File: config.mk
export PLATFORM = sky130hd
export DESIGN_NAME = ffa_gap_cell
export DESIGN_NICKNAME = d
export VERILOG_FILES = /design/src/design/ffa_pkg.sv /design/src/design/ffa_gap_cell.sv
export SDC_FILE = /design/constraint.sdc
export NUM_CORES = 1
export LEC_CHECK = 0
export BUFFER_PORTS_ARGS = -buffer_cell sky130_fd_sc_hd__buf_4
export CAP_MARGIN = 20
export CORE_MARGIN = 3
export CORE_UTILIZATION = 30
export DETAILED_ROUTE_END_ITERATION = 12
export HOLD_SLACK_MARGIN = 0.05
export PLACE_DENSITY = 0.61
export SYNTH_ARGS = -nofsm -noshare
export SYNTH_HDL_FRONTEND = slang
export SYNTH_SLANG_ARGS = --single-unit
File: constraint.sdc
create_clock -name clk -period 0.8 [get_ports clk]
set_input_delay 0.16 -clock clk [delete_from_list [all_inputs] [get_ports clk]]
set_output_delay 0.16 -clock clk [all_outputs]
set_load 0.005 [all_outputs]
File: src/design/ffa_pkg.sv
// package: shared types, constants and limits of the first-fit allocator
package ffa_pkg;

	localparam int GAP_SLOTS_DEF  = 32;
	localparam int LIVE_SLOTS_DEF = 32;
	localparam int WAIT_DEPTH_DEF = 32;

	localparam logic [24:0] MEM_MAX   = 25'd16777216;
	localparam logic [24:0] MEM_RESET = 25'd65536;

	localparam logic [2:0] KIND_GRANT  = 3'd0;
	localparam logic [2:0] KIND_QUEUED = 3'd1;
	localparam logic [2:0] KIND_WGRANT = 3'd2;
	localparam logic [2:0] KIND_STATUS = 3'd3;
	localparam logic [2:0] KIND_REJECT = 3'd4;

	localparam logic REQ_ARRIVAL = 1'b0;
	localparam logic REQ_TICK    = 1'b1;

	typedef struct packed {
		logic        req_type;
		logic [24:0] req_size;
		logic [31:0] hold_time;
	} ffa_in_t;

	typedef struct packed {
		logic [2:0]  result_kind;
		logic [23:0] base_address;
		logic [5:0]  waiting_count;
		logic [31:0] total_queued;
		logic [31:0] current_time;
		logic [31:0] last_event_time;
		logic        last_of_run;
	} ffa_out_t;

	// one free gap, base and length
	typedef struct packed {
		logic [24:0] base;
		logic [24:0] len;
	} ffa_gap_t;

	// command from the sequencer into the gap chain
	typedef struct packed {
		logic        clear;
		logic        shift;
		logic [24:0] base;
		logic [24:0] len;
	} ffa_gap_cmd_t;

endpackage

File: src/design/ffa_gap_cell.sv
// gap chain cell: holds one free gap and its valid bit, shifts on command
module ffa_gap_cell import ffa_pkg::*; (
	input  logic     clk,
	input  logic     arst_n,
	input  logic     load,
	input  logic     load_vld,
	input  ffa_gap_t load_gap,
	output logic     vld,
	output ffa_gap_t gap
);

	// valid bit resets, payload holds
	always_ff @(posedge clk or negedge arst_n) begin
		if (!arst_n) begin
			vld <= 1'b0;
		end else if (load) begin
			vld <= load_vld;
		end
	end

	always_ff @(posedge clk) begin
		if (load) begin
			gap <= load_gap;
		end
	end

endmodule

==> results.toml <==
[worst_setup_path]
cp-start-kind = "flip-flop"
critPathBufInv = 1
cp_slowest_cell = "edfxtp_1"
startpoint = "gap[6]"
critPathCaptureType = "output port"
worstPathCellList = "buf_4"
critical_path_required_ps = 640
arrival_ps = 880
cp_max_fo = 1
worstReg2RegStart = "vld"
cp_top_family = "flip-flops"
slowest_delay_ps = 420
criticalPathCategory = "reg2out"

[global_routing]
antenna_found_initial = 0
grt_usage = 0.1568
grt_pass1_vias = 1365
grt_pass1_wl_mm = 6.962
grt_remaining_overflow = 0
grt_max_degree = 20

[timing]
tns_ps = -9355
fmax_mhz = 962.0
setup_violations = 52
max_slew.worst_pin.slew_ps = 129.5
fin_ws_ps = -239.5
post-route-period-util = 1.299
hold_viol = 0
fin_skew_ps = 0
rsz0062_at_grt = "yes"
maxSlewHeadroom = 0.9136
min_period_ps = 1039
maxSlewViolCount = 0

[pwr]
vdd_drop_max_uv = 1281
finalPower_mw = 5.901
cellPowerDensity_mw_per_mm2 = 1865
leakagePower_nw = 1.334

[synth]
ys_seq_area_frac = 0.9903
ys_ff_latch = 51
yosysUniqueCellTypes = 3
synth_area_sq_mm = 0.001541
synth_nets = 106
synth_top_area_frac = 0.9740
synth_area_per_cell_sq_um = 29.64
synth.top_cells.by_area = "edfxtp_1, dfrtp_1, mux2_4"
ys_warn_count = 0
synthCells = 52
synth_largest_area_cell = "edfxtp_1"

[floorplanning]
die_x_microns = 77.68
rows = 25
design.die.area_sq_mm = 0.006034
core_sq_mm = 0.004848
io_pins = 105
die_y_microns = 77.68
initial_core_util = 0.3179

[route]
drt_iter0_drc = 38
postRouteAntennaNets = 0
vias = 1176
drc = 0
viasPerCell = 4.083
drt_pre_antenna_iters = 4
wl_mm = 4.701
wl_per_cell_microns = 16.32

[finish]
nets = 274
drive_above_1_share = 0.5339
postLayoutCellArea_sq_mm = 0.003164
fillers = 333
syn_to_final_growth_pct = 105.3
antennaDiodeCount = 0

[outcome]
outcome = "finished with violations"
violations = "setup timing"

[clock_tree]
cts_max_level = 2
path_clk_slew_ps = 100
root_buffer = "clkbuf_8"
numCtsBuffers = 5
insertion_delay_ps = 300
cts.sinks = 51
cts_tree = "yes"
ctsLongestPathBuffers = 2

[placed_design]
io_buffers = 104
dp_hpwl_mm = 2.662
post_dp_cell_area_sq_mm = 0.002469
gp_congestion = 0.6747

[worst_hold_path]
min_path_type = "in2reg"
hold_start = "load_vld"

[flow_run]
max-cap-violations = 0
[registers in the layout (all words and copies together), names as in the netlist]
name	flops
vld	1
gap	50
[cell families after synthesis]
kind of cell	share of synthesized area
DFF	0.9903
muxes	0.009737
[metal layers]
metal  track usage  up-vias  routed length [microns]
li1              -      542                        -
met4       0.07295        0                      116
met2        0.2688       73                     2460
met1        0.1542      551                     1580
met5             0        -                        0
met3       0.08353       10                      543
[metrics by stage]
stage	util	hold WS [ps]	instances	setup slack, ps
6_report	0.6526	90.78	288	-239.5
5_1_grt	0.6526	71.18	288	-265.3
4_1_cts	0.6449	78.02	288	-214.4
3_5_place_dp	0.5092	-61.76	228	-0.9977
3_3_place_gp	0.5092	-61.39	228	5.728
2_1_floorplan	-	-135.6	52	51.70
[Yosys cell counts]
cell type	n
edfxtp_1	50
dfrtp_1	1
mux2_4	1
[where the power goes]
part,switching (mW),leakage (nW),internal (mW)
registers,0.0816,0.501,3.17
logic,0.261,0.781,0.638
clock network,0.819,0.0514,0.934
total,1.16,1.33,4.74
[timing repair]
action / 4_1_cts / 5_1_grt
gates resized for setup: 8 / 10
hold buffers: 51 / 0
setup buffers: 1 / 0
pin swaps: 0 / 0
endpoints found under the hold margin: 51 / 0
setup endpoints to repair: 51 / 52
[final timing paths]
kind                               end  slack (ps)  depth (start not counted)
worst max-delay path            gap[6]        -240                          1
min in group asynchronous          vld         170                          2
worst min register to register     vld         670                          2
worst min-delay path               vld          90                          2
worst max register to register     vld        -120                          2
max in group asynchronous          vld         550                          2
[layout by cell type, fill, tap and decap left out]
| master | instances |
|---|---|
| bufinv_16 | 1 |
| buf_12 | 2 |
| clkinvlp_4 | 1 |
| buf_4 | 90 |
| dfrtp_1 | 1 |
| dlygate4sd3_1 | 51 |
| edfxtp_1 | 50 |
| clkbuf_8 | 5 |
| mux2_4 | 1 |
| buf_6 | 18 |
| clkbuf_1 | 1 |
[layout make-up]
class | count | area (sq um) | share of cell area
clock inverters | 2 | 37.54 | 0.01186
well taps | 67 | 83.83 | 0.02649
clock buffers | 6 | 72.57 | 0.02293
repair buffers | 161 | 1429 | 0.4516
multi-input cells | 1 | 15.01 | 0.004745
flip-flops and latches | 51 | 1526 | 0.4824
(Power assumes the default switching activity.)
